`src/line_pixel_stepper_defines.svh`:
```
// ----------------------------------------------------------------------------
// line_pixel_stepper_defines.svh
// Assertion macros used by the line pixel stepper RTL (lps_stepper).
// ----------------------------------------------------------------------------
`ifndef LINE_PIXEL_STEPPER_DEFINES_SVH
`define LINE_PIXEL_STEPPER_DEFINES_SVH

// Same-cycle implication, checked outside reset.
`define LPS_ASSERT_NOW(lbl, clk, rst_n, ante, cons, msg) \
    lbl: assert property (@(posedge clk) disable iff (!(rst_n)) (ante) |-> (cons)) \
        else $error(msg);

// Next-cycle implication, checked outside reset.
`define LPS_ASSERT_NEXT(lbl, clk, rst_n, ante, cons, msg) \
    lbl: assert property (@(posedge clk) disable iff (!(rst_n)) (ante) |=> (cons)) \
        else $error(msg);

`endif

```
`src/lps_pkg.sv`:
```
// ----------------------------------------------------------------------------
// lps_pkg
// Types and constants shared by the line pixel stepper modules.
// ----------------------------------------------------------------------------
`default_nettype none

package lps_pkg;

    localparam int COORD_BITS_DEF = 10;
    localparam int STRIDE_W       = 8;
    localparam int SIZE_W         = 11;
    localparam int OFFSET_W       = 17;
    localparam int MASK_W         = 8;
    localparam int CFG_INDEX_W    = 2;
    localparam int CFG_DATA_W     = 11;

    // Request codes.
    localparam logic REQ_START = 1'b0;
    localparam logic REQ_STEP  = 1'b1;

    // Configuration register indexes.
    localparam logic [CFG_INDEX_W-1:0] CFG_ROW_STRIDE     = 2'd0;
    localparam logic [CFG_INDEX_W-1:0] CFG_SURFACE_WIDTH  = 2'd1;
    localparam logic [CFG_INDEX_W-1:0] CFG_SURFACE_HEIGHT = 2'd2;
    localparam logic [CFG_INDEX_W-1:0] CFG_BOUNDS_ENABLE  = 2'd3;

    // Register reset values.
    localparam logic [STRIDE_W-1:0] ROW_STRIDE_RST     = 8'd128;
    localparam logic [SIZE_W-1:0]   SURFACE_WIDTH_RST  = 11'd1024;
    localparam logic [SIZE_W-1:0]   SURFACE_HEIGHT_RST = 11'd1024;
    localparam logic                BOUNDS_ENABLE_RST  = 1'b1;

    localparam logic [MASK_W-1:0] LEFT_PIXEL_MASK = 8'h80;

    typedef struct packed {
        logic has_result;
        logic last_pixel;
        logic rejected;
    } t_res_flags;

endpackage

`default_nettype wire

```
`src/line_pixel_stepper.sv`:
```
// ----------------------------------------------------------------------------
// line_pixel_stepper
// Bresenham line engine for a 1-bit-per-pixel frame buffer.
// ----------------------------------------------------------------------------
// One item per clock while the output side takes results: a start item loads
// a line or, if an endpoint fails the bounds check, returns a rejected result;
// each step item on an active line gives the next pixel, byte offset and bit
// mask. An item is registered in the input register, its result then in the
// output register; a stalled output register holds the input stage, which
// drops o_in_ready. Configuration is written through a plain write port; the
// user must do so only while the block idles; the block does not enforce it.
// ----------------------------------------------------------------------------
`default_nettype none

module line_pixel_stepper #(
    parameter int COORD_BITS = lps_pkg::COORD_BITS_DEF
) (
    input  wire logic                             i_clk,
    input  wire logic                             i_rst_n,
    input  wire logic                             i_cfg_we,
    input  wire logic [lps_pkg::CFG_INDEX_W-1:0]  i_cfg_index,
    input  wire logic [lps_pkg::CFG_DATA_W-1:0]   i_cfg_data,
    input  wire logic                             i_in_valid,
    output logic                                  o_in_ready,
    input  wire logic                             i_req_type,
    input  wire logic [COORD_BITS-1:0]            i_start_x,
    input  wire logic [COORD_BITS-1:0]            i_start_y,
    input  wire logic [COORD_BITS-1:0]            i_end_x,
    input  wire logic [COORD_BITS-1:0]            i_end_y,
    output logic                                  o_out_valid,
    input  wire logic                             i_out_ready,
    output logic [COORD_BITS-1:0]                 o_pixel_x,
    output logic [COORD_BITS-1:0]                 o_pixel_y,
    output logic [lps_pkg::OFFSET_W-1:0]          o_byte_offset,
    output logic [lps_pkg::MASK_W-1:0]            o_bit_mask,
    output logic                                  o_last_pixel,
    output logic                                  o_rejected
);
    import lps_pkg::*;

    logic [STRIDE_W-1:0]    r_row_stride;
    logic [SIZE_W-1:0]      r_surface_width;
    logic [SIZE_W-1:0]      r_surface_height;
    logic                   r_bounds_check_enable;

    logic                   r_s1_valid;
    logic                   r_s1_req_type;
    logic [COORD_BITS-1:0]  r_s1_start_x, r_s1_start_y, r_s1_end_x, r_s1_end_y;

    logic                   out_free;
    logic                   s1_fire;
    logic                   in_fire;

    logic [COORD_BITS-1:0]  res_pixel_x, res_pixel_y;
    logic [OFFSET_W-1:0]    res_byte_offset;
    logic [MASK_W-1:0]      res_bit_mask;
    t_res_flags             res_flags;

    logic                   r_out_valid;
    logic [COORD_BITS-1:0]  r_pixel_x, r_pixel_y;
    logic [OFFSET_W-1:0]    r_byte_offset;
    logic [MASK_W-1:0]      r_bit_mask;
    logic                   r_last_pixel, r_rejected;

    assign out_free   = !r_out_valid || i_out_ready;
    assign s1_fire    = r_s1_valid && out_free;
    assign o_in_ready = !r_s1_valid || out_free;
    assign in_fire    = i_in_valid && o_in_ready;

    always_ff @(posedge i_clk) begin
        if (!i_rst_n) begin
            r_row_stride          <= ROW_STRIDE_RST;
            r_surface_width       <= SURFACE_WIDTH_RST;
            r_surface_height      <= SURFACE_HEIGHT_RST;
            r_bounds_check_enable <= BOUNDS_ENABLE_RST;
        end else if (i_cfg_we) begin
            unique case (i_cfg_index)
                CFG_ROW_STRIDE:     r_row_stride          <= i_cfg_data[STRIDE_W-1:0];
                CFG_SURFACE_WIDTH:  r_surface_width       <= i_cfg_data[SIZE_W-1:0];
                CFG_SURFACE_HEIGHT: r_surface_height      <= i_cfg_data[SIZE_W-1:0];
                CFG_BOUNDS_ENABLE:  r_bounds_check_enable <= i_cfg_data[0];
                default: ;
            endcase
        end
    end

    // Input register.
    always_ff @(posedge i_clk) begin
        if (!i_rst_n) begin
            r_s1_valid <= 1'b0;
        end else if (in_fire) begin
            r_s1_valid <= 1'b1;
        end else if (s1_fire) begin
            r_s1_valid <= 1'b0;
        end
    end

    always_ff @(posedge i_clk) begin
        if (in_fire) begin
            r_s1_req_type <= i_req_type;
            r_s1_start_x  <= i_start_x;
            r_s1_start_y  <= i_start_y;
            r_s1_end_x    <= i_end_x;
            r_s1_end_y    <= i_end_y;
        end
    end

    lps_stepper #(
        .COORD_BITS (COORD_BITS)
    ) u_stepper (
        .i_clk                 (i_clk),
        .i_rst_n               (i_rst_n),
        .i_fire                (s1_fire),
        .i_req_type            (r_s1_req_type),
        .i_start_x             (r_s1_start_x),
        .i_start_y             (r_s1_start_y),
        .i_end_x               (r_s1_end_x),
        .i_end_y               (r_s1_end_y),
        .i_row_stride          (r_row_stride),
        .i_surface_width       (r_surface_width),
        .i_surface_height      (r_surface_height),
        .i_bounds_check_enable (r_bounds_check_enable),
        .o_pixel_x             (res_pixel_x),
        .o_pixel_y             (res_pixel_y),
        .o_byte_offset         (res_byte_offset),
        .o_bit_mask            (res_bit_mask),
        .o_flags               (res_flags)
    );

    // Result register.
    always_ff @(posedge i_clk) begin
        if (!i_rst_n) begin
            r_out_valid <= 1'b0;
        end else if (s1_fire && res_flags.has_result) begin
            r_out_valid <= 1'b1;
        end else if (i_out_ready) begin
            r_out_valid <= 1'b0;
        end
    end

    always_ff @(posedge i_clk) begin
        if (s1_fire && res_flags.has_result) begin
            r_pixel_x     <= res_pixel_x;
            r_pixel_y     <= res_pixel_y;
            r_byte_offset <= res_byte_offset;
            r_bit_mask    <= res_bit_mask;
            r_last_pixel  <= res_flags.last_pixel;
            r_rejected    <= res_flags.rejected;
        end
    end

    assign o_out_valid   = r_out_valid;
    assign o_pixel_x     = r_pixel_x;
    assign o_pixel_y     = r_pixel_y;
    assign o_byte_offset = r_byte_offset;
    assign o_bit_mask    = r_bit_mask;
    assign o_last_pixel  = r_last_pixel;
    assign o_rejected    = r_rejected;

endmodule

`default_nettype wire

```
`src/lps_stepper.sv`:
```
// ----------------------------------------------------------------------------
// lps_stepper
// Bresenham line state: start loads or rejects, each active step emits a pixel.
// ----------------------------------------------------------------------------
`default_nettype none

`include "line_pixel_stepper_defines.svh"

module lps_stepper #(
    parameter int COORD_BITS = lps_pkg::COORD_BITS_DEF
) (
    input  wire logic                          i_clk,
    input  wire logic                          i_rst_n,
    input  wire logic                          i_fire,
    input  wire logic                          i_req_type,
    input  wire logic [COORD_BITS-1:0]         i_start_x,
    input  wire logic [COORD_BITS-1:0]         i_start_y,
    input  wire logic [COORD_BITS-1:0]         i_end_x,
    input  wire logic [COORD_BITS-1:0]         i_end_y,
    input  wire logic [lps_pkg::STRIDE_W-1:0]  i_row_stride,
    input  wire logic [lps_pkg::SIZE_W-1:0]    i_surface_width,
    input  wire logic [lps_pkg::SIZE_W-1:0]    i_surface_height,
    input  wire logic                          i_bounds_check_enable,
    output logic [COORD_BITS-1:0]              o_pixel_x,
    output logic [COORD_BITS-1:0]              o_pixel_y,
    output logic [lps_pkg::OFFSET_W-1:0]       o_byte_offset,
    output logic [lps_pkg::MASK_W-1:0]         o_bit_mask,
    output lps_pkg::t_res_flags                o_flags
);
    import lps_pkg::*;

    localparam int TWICE_W = COORD_BITS + 1;
    localparam int ERR_W   = COORD_BITS + 3;
    localparam int CMP_W   = ((COORD_BITS + 1 > SIZE_W) ? COORD_BITS + 1 : SIZE_W) + 1;
    localparam int PROD_W  = COORD_BITS + STRIDE_W;
    localparam int MUL_W   = (PROD_W > OFFSET_W) ? PROD_W : OFFSET_W;

    logic                      r_active, n_active;
    logic [COORD_BITS-1:0]     r_cur_x, n_cur_x;
    logic [COORD_BITS-1:0]     r_cur_y, n_cur_y;
    logic [OFFSET_W-1:0]       r_row_address, n_row_address;
    logic [COORD_BITS-1:0]     r_target_x, n_target_x;
    logic [COORD_BITS-1:0]     r_target_y, n_target_y;
    logic [TWICE_W-1:0]        r_twice_dx, n_twice_dx;
    logic [TWICE_W-1:0]        r_twice_dy, n_twice_dy;
    logic signed [ERR_W-1:0]   r_error_term, n_error_term;
    logic                      r_x_negative, n_x_negative;
    logic                      r_y_negative, n_y_negative;
    logic                      r_x_major, n_x_major;

    logic                      reject;
    logic                      st_x_neg, st_y_neg, st_x_major;
    logic [COORD_BITS-1:0]     abs_dx, abs_dy;
    logic [MUL_W-1:0]          row_product;
    logic                      err_ge;
    logic                      mv_x, mv_y;
    logic signed [ERR_W-1:0]   tdx_s, tdy_s;
    logic                      done;

    // An endpoint is outside when v >= size - 1, written as v + 1 >= size so
    // that a size of zero refuses everything.
    function automatic logic outside(input logic [COORD_BITS-1:0] v,
                                     input logic [SIZE_W-1:0] size);
        return (CMP_W'(v) + CMP_W'(1)) >= CMP_W'(size);
    endfunction

    always_comb begin
        reject = i_bounds_check_enable &&
                 (outside(i_start_x, i_surface_width) || outside(i_end_x, i_surface_width) ||
                  outside(i_start_y, i_surface_height) || outside(i_end_y, i_surface_height));
        st_x_neg   = i_end_x < i_start_x;
        st_y_neg   = i_end_y < i_start_y;
        abs_dx     = st_x_neg ? i_start_x - i_end_x : i_end_x - i_start_x;
        abs_dy     = st_y_neg ? i_start_y - i_end_y : i_end_y - i_start_y;
        st_x_major = abs_dx > abs_dy;
        row_product = MUL_W'(i_start_y) * MUL_W'(i_row_stride);

        tdx_s  = signed'(ERR_W'(r_twice_dx));
        tdy_s  = signed'(ERR_W'(r_twice_dy));
        err_ge = !r_error_term[ERR_W-1];
        mv_x   = r_x_major || err_ge;
        mv_y   = !r_x_major || err_ge;

        n_active      = r_active;
        n_cur_x       = r_cur_x;
        n_cur_y       = r_cur_y;
        n_row_address = r_row_address;
        n_target_x    = r_target_x;
        n_target_y    = r_target_y;
        n_twice_dx    = r_twice_dx;
        n_twice_dy    = r_twice_dy;
        n_error_term  = r_error_term;
        n_x_negative  = r_x_negative;
        n_y_negative  = r_y_negative;
        n_x_major     = r_x_major;
        done          = 1'b0;

        o_pixel_x     = '0;
        o_pixel_y     = '0;
        o_byte_offset = '0;
        o_bit_mask    = '0;
        o_flags       = '0;

        if (i_req_type == REQ_START) begin
            if (reject) begin
                n_active         = 1'b0;
                o_flags.has_result = 1'b1;
                o_flags.rejected = 1'b1;
            end else begin
                n_x_negative  = st_x_neg;
                n_y_negative  = st_y_neg;
                n_twice_dx    = {abs_dx, 1'b0};
                n_twice_dy    = {abs_dy, 1'b0};
                n_x_major     = st_x_major;
                // Initial error: twice the minor delta minus the major delta.
                n_error_term  = st_x_major ?
                    signed'(ERR_W'({abs_dy, 1'b0})) - signed'(ERR_W'(abs_dx)) :
                    signed'(ERR_W'({abs_dx, 1'b0})) - signed'(ERR_W'(abs_dy));
                n_cur_x       = i_start_x;
                n_cur_y       = i_start_y;
                n_target_x    = i_end_x;
                n_target_y    = i_end_y;
                n_row_address = row_product[OFFSET_W-1:0];
                n_active      = st_x_major ? (i_start_x != i_end_x) : (i_start_y != i_end_y);
            end
        end else if (r_active) begin
            if (mv_x) begin
                n_cur_x = r_x_negative ? r_cur_x - COORD_BITS'(1) : r_cur_x + COORD_BITS'(1);
            end
            if (mv_y) begin
                n_cur_y       = r_y_negative ? r_cur_y - COORD_BITS'(1)
                                             : r_cur_y + COORD_BITS'(1);
                n_row_address = r_y_negative ? r_row_address - OFFSET_W'(i_row_stride)
                                             : r_row_address + OFFSET_W'(i_row_stride);
            end
            if (r_x_major) begin
                n_error_term = r_error_term + tdy_s - (err_ge ? tdx_s : '0);
                done         = n_cur_x == r_target_x;
            end else begin
                n_error_term = r_error_term + tdx_s - (err_ge ? tdy_s : '0);
                done         = n_cur_y == r_target_y;
            end
            if (done) begin
                n_active = 1'b0;
            end
            o_flags.has_result = 1'b1;
            o_flags.last_pixel = done;
            o_pixel_x          = n_cur_x;
            o_pixel_y          = n_cur_y;
            o_byte_offset      = n_row_address + OFFSET_W'(n_cur_x >> 3);
            o_bit_mask         = LEFT_PIXEL_MASK >> n_cur_x[2:0];
        end
    end

    always_ff @(posedge i_clk) begin
        if (!i_rst_n) begin
            r_active <= 1'b0;
        end else if (i_fire) begin
            r_active <= n_active;
        end
    end

    always_ff @(posedge i_clk) begin
        if (i_fire) begin
            r_cur_x       <= n_cur_x;
            r_cur_y       <= n_cur_y;
            r_row_address <= n_row_address;
            r_target_x    <= n_target_x;
            r_target_y    <= n_target_y;
            r_twice_dx    <= n_twice_dx;
            r_twice_dy    <= n_twice_dy;
            r_error_term  <= n_error_term;
            r_x_negative  <= n_x_negative;
            r_y_negative  <= n_y_negative;
            r_x_major     <= n_x_major;
        end
    end

    `LPS_ASSERT_NOW(a_reject_clean, i_clk, i_rst_n, i_fire && o_flags.rejected,
        !o_flags.last_pixel && o_bit_mask == '0, "refused start carries pixel data")
    `LPS_ASSERT_NOW(a_mask_onehot, i_clk, i_rst_n,
        i_fire && o_flags.has_result && !o_flags.rejected, $onehot(o_bit_mask),
        "pixel mask is not one-hot")
    `LPS_ASSERT_NEXT(a_last_ends_line, i_clk, i_rst_n, i_fire && o_flags.last_pixel,
        !r_active, "line still active after its last pixel")
    `LPS_ASSERT_NOW(a_idle_step_silent, i_clk, i_rst_n,
        i_fire && i_req_type == REQ_STEP && !r_active, !o_flags.has_result,
        "step while idle produced a pixel")

endmodule

`default_nettype wire
```
`config.mk`:
```
export PLATFORM = sky130hd
export DESIGN_NAME = line_pixel_stepper
export DESIGN_NICKNAME = d
export VERILOG_FILES = /design/src/lps_pkg.sv /design/src/line_pixel_stepper.sv /design/src/lps_stepper.sv
export VERILOG_INCLUDE_DIRS = /design/src /design/src/src
export SDC_FILE = /design/constraint.sdc
export NUM_CORES = 1
export LEC_CHECK = 0
export ABC_AREA = 1
export BUFFER_PORTS_ARGS = -buffer_cell sky130_fd_sc_hd__buf_2
export CAP_MARGIN = 0
export CORE_MARGIN = 3
export CORE_UTILIZATION = 40
export DETAILED_ROUTE_END_ITERATION = 7
export GPL_TIMING_DRIVEN = 0
export SKIP_CTS_REPAIR_TIMING = 1
export SLEW_MARGIN = 20
export SYNTH_ARGS = -nofsm -noshare
export SYNTH_HDL_FRONTEND = slang
export SYNTH_HIERARCHICAL = 1
export SYNTH_SLANG_ARGS = --single-unit
```
`constraint.sdc`:
```
create_clock -name i_clk -period 12.6 [get_ports i_clk]
set_input_delay 0.63 -clock i_clk [delete_from_list [all_inputs] [get_ports i_clk]]
set_output_delay 0.63 -clock i_clk [all_outputs]
set_load 0.03 [all_outputs]
```
==> results of run 1 <==
[where the power goes]
| group | internal [mW] | leakage, nW | switching, mW | total, mW |
|---|---|---|---|---|
| Clock | 0.458 | 0.453 | 0.315 | 0.773 |
| Combinational | 0.406 | 9.20 | 0.770 | 1.18 |
| Sequential | 0.822 | 2.03 | 0.0325 | 0.855 |
| Total | 1.69 | 11.7 | 1.12 | 2.80 |
[area by class of cell]
| class | count | area, um2 |
|---|---|---|
| Inverter | 530 | 1989 |
| Buffer | 61 | 289.0 |
| Fill cell | 5132 | 27490 |
| Multi-Input combinational cell | 1897 | 12020 |
| Sequential cell | 214 | 6086 |
| Timing Repair Buffer | 112 | 650.6 |
| Tap cell | 672 | 840.8 |
| Clock buffer | 33 | 770.7 |
| Clock inverter | 16 | 135.1 |
[cell families after synthesis]
kind of cell             share of synthesized area
AND/OR/NAND/NOR                             0.2456
buffers and inverters                       0.1119
AO/OA/AOI/OAI                              0.09418
adder cells (fa/ha/maj)                     0.2073
flip-flops                                  0.2988
XOR/XNOR                                   0.04079
multiplexers                              0.001475
[worst min-delay path by stage]
stage | slack, ns | end | depth (start not counted) | startpoint
2_1_floorplan | 0.43 | r_surface_width[10] | 2 | r_surface_width[10]
3_3_place_gp | 0.45 | r_surface_width[10] | 2 | r_surface_width[10]
3_5_place_dp | 0.46 | r_surface_width[10] | 2 | r_surface_width[10]
4_1_cts | 0.21 | r_s1_start_x[6] | 1 | i_start_x[6]
5_1_grt | 0.21 | r_s1_start_x[6] | 1 | i_start_x[6]
6_report | 0.24 | r_s1_start_x[6] | 1 | i_start_x[6]
[layer usage]
layer,GRT usage,vias to the layer above,part of all wire
li1,-,8951,-
met1,0.3201,8370,0.47
met2,0.3749,487,0.45
met3,0.02262,75,0.054
met4,0.05015,2,0.020
met5,0,-,0.00021
[placed cells by master (no fill, tap or decap), types with 4 or more instances in the layout]
cell       netlist  final
inv_1          521    519
o21a_1           7      7
inv_2            7      9
xor2_1          71     71
nand2_1        650    650
nor2_4           5      6
a31oi_1         16     16
or2_1            7      7
o21bai_1         9      9
buf_4            6      6
edfxtp_1       180    180
clkbuf_16        0     29
nand4_1         35     35
nand3_1        158    158
clkinv_2         0      6
clkinv_1         2      5
nand3b_1        17     17
or2_2           14     14
xnor2_1         22     22
buf_2           12    119
clkbuf_1        37     38
nor2_1         213    212
o2111ai_1        4      4
a21o_1           7      7
nand3_2          5      5
dfxtp_1         34     34
o21ai_0        123    122
o211ai_1         7      7
a21oi_1        153    153
nor3_1          24     24
nor2_2           4      4
and3_1           5      5
nand2_2         14     14
clkinv_4         0      4
fa_1            79     79
o21ai_1          6      6
ha_1           211    211
[flip-flops by register name, summed over array words and instances, names as in the netlist, 10 cells and up]
register                 count
r_s1_end_x                  10
u_stepper/r_row_address     17
u_stepper/r_target_x        10
r_surface_width             11
r_s1_start_y                10
u_stepper/r_cur_x           10
o_byte_offset               17
u_stepper/r_twice_dx        10
r_s1_end_y                  10
u_stepper/r_twice_dy        10
u_stepper/r_error_term      12
u_stepper/r_target_y        10
o_pixel_x                   10
r_surface_height            11
o_pixel_y                   10
u_stepper/r_cur_y           10
r_s1_start_x                10
[critical path, stage by stage, from the launching register on]
cell	delay [ns]
edfxtp_1	0.48
clkbuf_1	0.50
inv_1	0.20
fa_1	0.48
nand3_1	0.09
nand2_1	0.09
nand2_1	0.08
nand3_2	0.08
a21oi_2	0.14
o21ai_2	0.08
buf_4	0.18
o21ai_0	0.59
inv_1	0.28
ha_1	0.36
inv_1	0.05
nor2_1	0.03
o211ai_1	0.16
o2111ai_1	0.14
nand2_1	0.22
clkbuf_1	0.42
o21ai_0	0.13
a21oi_1	0.25
a31oi_1	0.06
==> impl_results.md, run 1 <==
* Leak at 11.68 nW
* HPWL after DPL at 50610 um
* Crit path launch: r_s1_start_y[1]
* PnR Total Power at 2.803 mW
* Final wirelength at 60470 um
* Reg2reg path depth at 22
* Synth Instances at ~2700
* Die ar. at 53660 um2
* Worst rel slew slack at 0.3614
* Reg2reg end: u_stepper/r_error_term[4]
* Post-route ant nets at 0
* Tcrit/Tclk final at 0.4280
* Post-Route Utilization at 0.4532
* Final hold slack at 0.2413 ns
* Share of layout cells above drive strength 1 at 0.08592
* Top cells by count, synth: 650 x nand2_1, 521 x inv_1, 213 x nor2_1
* Worst r2r src: r_s1_start_y[1]
* CTS tree: yes
* Diodes inserted at 0
* Largest cells by area after synthesis: edfxtp_1 27%, ha_1 13%, nand2_1 12%, inv_1 9.6%, fa_1 7.8%
* Initial antenna violation count at 1
* Vias/cell at ~5
* Final hold vios at 0
* CP Capture Type: register
* Maximum root-to-sink buffer count at 3
* Setup_tns at 0 ns
* Yosys top cell area share at 0.2654
* Max frequency at ~190 MHz
* Hold Path Class: in -> reg
* Post-synth EDFFs at 180
* CTS Sinks at 214
* Starting density of the core at 0.4051
* R2R Setup Slk at 7.21 ns
* Core Footprint at 50270 um2
* Grt total ovfl at 0
* Status: finished clean
* Pwr Density at 123.0 nW/um2
* Post-synthesis area per instance at 7.537 um2
* # setup viols final at 0
* Crit path arrival time at 5.67 ns
* Share of flip-flops with an asynchronous set or reset at 0
* IO Pins at between 100 and 150
* Max-slew violation count at 0
* CP max FO at 10
* Die H at between 200 and 250 um
* Clock root buffer: clkbuf_16
* Min Tclk post-route at between 5 and 6 ns
* Largest net degree at the start of global routing at 34
* Final instance area at 22780 um2
* Nets at 3192
* Non-Filler Instances at 3535
* Die width at 231.6 um
* First-pass iteration count of the detailed router at 6
* Total of max-cap violations at 0
* Worst-Skew Late Latency at 0.56 ns
* Cell Rows at 82
* Crit Path Class: reg -> reg
* Syn_nets at 3051
* Post-placement cell area at 21880 um2
* First-pass GRT wire length at 95890 um
* Vias at 17890
* All-Layer GR Usage at 0.2262
* Synth Flop Type: edfxtp_1
* CP Capture Point: u_stepper/r_error_term[4]
* Post-Route Skew at 0.01637 ns
* Peak supply drop at 0.1136 mV
* Worst Tran Pin Value at 0.9580 ns
* H-Tree Level Count at 1
* RSZ-0062 raised after global routing: false
* Synth Warn # at 6
* # DRC at 0
* CP startpoint kind: register
* Clk slew on worst S/H paths at 0.06 ns
* Sequential area share after synthesis at 0.2988
* Area delta synth->final at 11.86%
* Most area-hungry cell type in the Yosys netlist: edfxtp_1
* Placed cells at 3486
* Final WS setup at 7.208 ns
* IO Port Bufs at approximately 110
* Initial DRC count at 1281
* Post-Place Setup Slack at slightly above 7 ns
* Post-DR wirelength/cell at 17.11 um
* Vias in the first global route at 17580
* Req. time, crit path at 12.88 ns
* Synth cell types at 54
* Most common cell in the netlist: nand2_1
* CTS Buf Count at 27
* Routability cong. at 0.9072
* Register bit total from synthesis at 214
* Cell area after synthesis at slightly above 20000 um2
(Power assumes the default switching activity.)
==> run 2: changes to the inputs <==
--- a/config.mk
+++ b/config.mk
@@ -6,7 +6,7 @@
 export SDC_FILE = /design/constraint.sdc
 export NUM_CORES = 1
 export LEC_CHECK = 0
-export ABC_AREA = 1
+export ABC_AREA = 0
 export BUFFER_PORTS_ARGS = -buffer_cell sky130_fd_sc_hd__buf_2
 export CAP_MARGIN = 0
 export CORE_MARGIN = 3
==> constraint.sdc (replaced) <==
create_clock -name i_clk -period 5 [get_ports i_clk]
set_input_delay 0.25 -clock i_clk [delete_from_list [all_inputs] [get_ports i_clk]]
set_output_delay 0.25 -clock i_clk [all_outputs]
set_load 0.03 [all_outputs]
==> run 2 against run 1 <==
Effect of this change:
- the flow now finishes with violations (negative setup slack)
- critical endpoint is now u_stepper/r_error_term[10]
- utilization rose by 3.9 points
- highest routed layer is now met4
- combinational power rose to 3.0 times the previous value
- final area rose by 1.7%
==> impl_results.md, run 2 <==
* Status: complete, but fails checks
* Failing checks: negative setup slack
* Final instance area at 23180 um2
* Worst rel slew slack at 0.3798
* Hold Path Class: in -> reg
* Syn_nets at 2405
* Fillers at 4347
* Crit-path slowest cell: edfxtp_1
* Clk slew on worst S/H paths at 0.06 ns
* Cell Rows at just under 80
* H-Tree Level Count at 1
* Largest cells by area after synthesis: edfxtp_1 28%, ha_1 14%, fa_1 8.2%, xnor2_1 5.0%, inv_1 4.9%
* Synth cell types at 96
* Starting density of the core at 0.4098
* Max frequency at 192.9 MHz
* Most common cell in the netlist: inv_1
* Final hold vios at 0
* Reg2reg path depth at 21
* Pwr Density at roughly 330 nW/um2
* Die width at 225.5 um
* Max-slew violation count at 0
* Most common cell after layout, fill and taps aside: inv_1
* Req. time, crit path at 5.43 ns
* R2R Setup Slk at -0.18 ns
* Top cells by count, synth: 253 x inv_1, 211 x ha_1, 187 x nor2_1
* Worst-Skew Late Latency at 0.58 ns
* Most area-hungry cell type in the Yosys netlist: edfxtp_1
* Crit path arrival time at 5.62 ns
* Vias at 15820
* Post-placement cell area at 20750 um2
* CP Capture Type: register
* Final WS setup at -0.1838 ns
* Leak at 10.08 nW
* Initial DRC count at 1168
* First-pass iteration count of the detailed router at 5
* Reg2reg end: u_stepper/r_error_term[10]
* Post-route ant nets at 0
* HP Start: i_rst_n
* Final wirelength at roughly 56000 um
* CTS tree: yes
* Tcrit/Tclk final at 1.037
* Die ar. at 50870 um2
* Post-synthesis area per instance at 9.377 um2
* Number of cells on the worst hold path at 3
* Synth Warn # at 6
* # DRC at 0
* CP max FO at 8
* Area of the multi-input gates at 12450 um2
* Post-Route Skew at 0.02334 ns
* Post-Route Utilization at 0.4926
* Worst r2r src: r_s1_end_y[0]
* IO Pins at 108
* Share of flip-flops with an asynchronous set or reset at 0
* Peak supply drop at 0.2172 mV
* Placed cells at 2775
* Non-Filler Instances at 2932
* Share of layout cells above drive strength 1 at 0.1738
* Vias/cell at 5.396
* Routability cong. at 0.9079
* Synth Flop Type: edfxtp_1
* CP startpoint kind: register
* Critical path cell sequence: inv_2, ha_4, inv_2, fa_2, a21oi_4, o21ai_2, a221oi_2, nor2b_2, o41ai_4, buf_6, o21ai_0, xnor2_2, buf_4, ha_1, nor2b_1, o21a_1, o41a_1, and3_1, or4_1, mux2i_1, a221o_1
* Largest net degree at the start of global routing at 42
* Min Tclk post-route at 5.184 ns
* Clock root buffer: clkbuf_16
* First-pass GRT wire length at 84200 um
* Post-synth EDFFs at 180
* Cell area after synthesis at slightly below 20000 um2
* All-Layer GR Usage at 0.2115
* CTS Sinks at 214
* Post-Place Setup Slack at -1.387 ns
* Core Footprint at 47050 um2
* Slowest stage delay, CP at 0.51 ns
* Total of max-cap violations at 0
* CTS Buf Count at 27
* Synth Instances at 2056
* Initial antenna violation count at 2
* Vias in the first global route at 14920
* Die H at 225.5 um
* Post-DR wirelength/cell at about 19 um
* Hold EP: u_stepper/r_active
* Yosys top cell area share at 0.2804
* HPWL after DPL at 43880 um
* RSZ-0062 raised after global routing: true
* Grt total ovfl at 0
* FF/Latch Area at 6097 um2
* Worst Tran Pin Value at roughly 0.93 ns
* IO Port Bufs at 107
* Area delta synth->final at 20.22%
* Maximum root-to-sink buffer count at 3
* # setup viols final at 5
* Crit Path Class: reg -> reg
* Register bit total from synthesis at 214
* Nets at approximately 2700
* Most Frequent Cell on Critical Path: inv_2
* Sequential area share after synthesis at 0.3157
* Commonest cells after routing, fill and taps aside: 239 x inv_1, 199 x ha_1, 185 x nor2_1
[run 2: layout make-up]
| class | instances | area share |
|---|---|---|
| buffer | 65 | 0.01814 |
| clock buffer | 33 | 0.03147 |
| inverter | 256 | 0.04216 |
| sequential | 214 | 0.2631 |
| antenna | 1 | 0.0001080 |
| tap | 607 | 0.03277 |
| multi-input combinational | 1514 | 0.5372 |
| timing repair buffer | 226 | 0.07002 |
| clock inverter | 16 | 0.005021 |
[run 2: routing by layer]
metal,vias up,global-route usage,part of all wire
met4,0,0.05720,0.026
li1,7636,-,-
met1,7611,0.3060,0.46
met5,-,0,0
met2,500,0.3287,0.45
met3,73,0.03465,0.068
[run 2: power breakdown]
part	internal, mW	leakage, nW	switching, mW
logic	1.54	7.75	2.01
clock network	1.05	0.421	0.824
registers	2.09	1.90	0.0856
[run 2: worst max-delay path: cells and delay by family (launching register included)]
family	cells	cell delay, ns
adders and majority gates	3	0.79
AOI/OAI and AO/OA	8	1.76
muxes	1	0.16
and+or+nand+nor	4	0.94
DFF	1	0.51
buffers and inverters	4	0.55
xor gates and xnor gates	1	0.32
[run 2: logic make-up (layout without fill, tap and decap cells)]
group           Yosys count  after routing  share of synthesized area
compound gates          398            398                     0.1383
xor+xnor                159            159                    0.07262
fa+ha+maj               290            290                     0.2190
buf+inv                 328            596                    0.06853
flops                   214            214                     0.3157
mux                      65             65                    0.03472
other cells               0              1                          0
simple gates            602            602                     0.1512
[run 2: worst max path at each step]
stage / start / to
finish: r_s1_end_y[0] / u_stepper/r_error_term[10]
global route: r_s1_end_y[0] / u_stepper/r_error_term[10]
CTS: r_s1_start_y[5] / u_stepper/r_error_term[12]
detailed placement: r_s1_start_y[5] / u_stepper/r_error_term[12]
global placement: r_s1_start_y[5] / u_stepper/r_error_term[12]
floorplan: r_s1_start_y[1] / u_stepper/r_error_term[7]
[run 2: through the flow]
stage / setup TNS [ns] / hold WS, ns / power (mW)
CTS: -19.25 / -0.1879 / 7.177
detailed placement: -18.34 / 0.4281 / 5.274
finish: -0.6409 / 0.004217 / 7.601
global placement: -97.22 / 0.4260 / 5.200
global route: -2.628 / 0.008864 / 8.085
floorplan: 0 / 0.3489 / 4.522
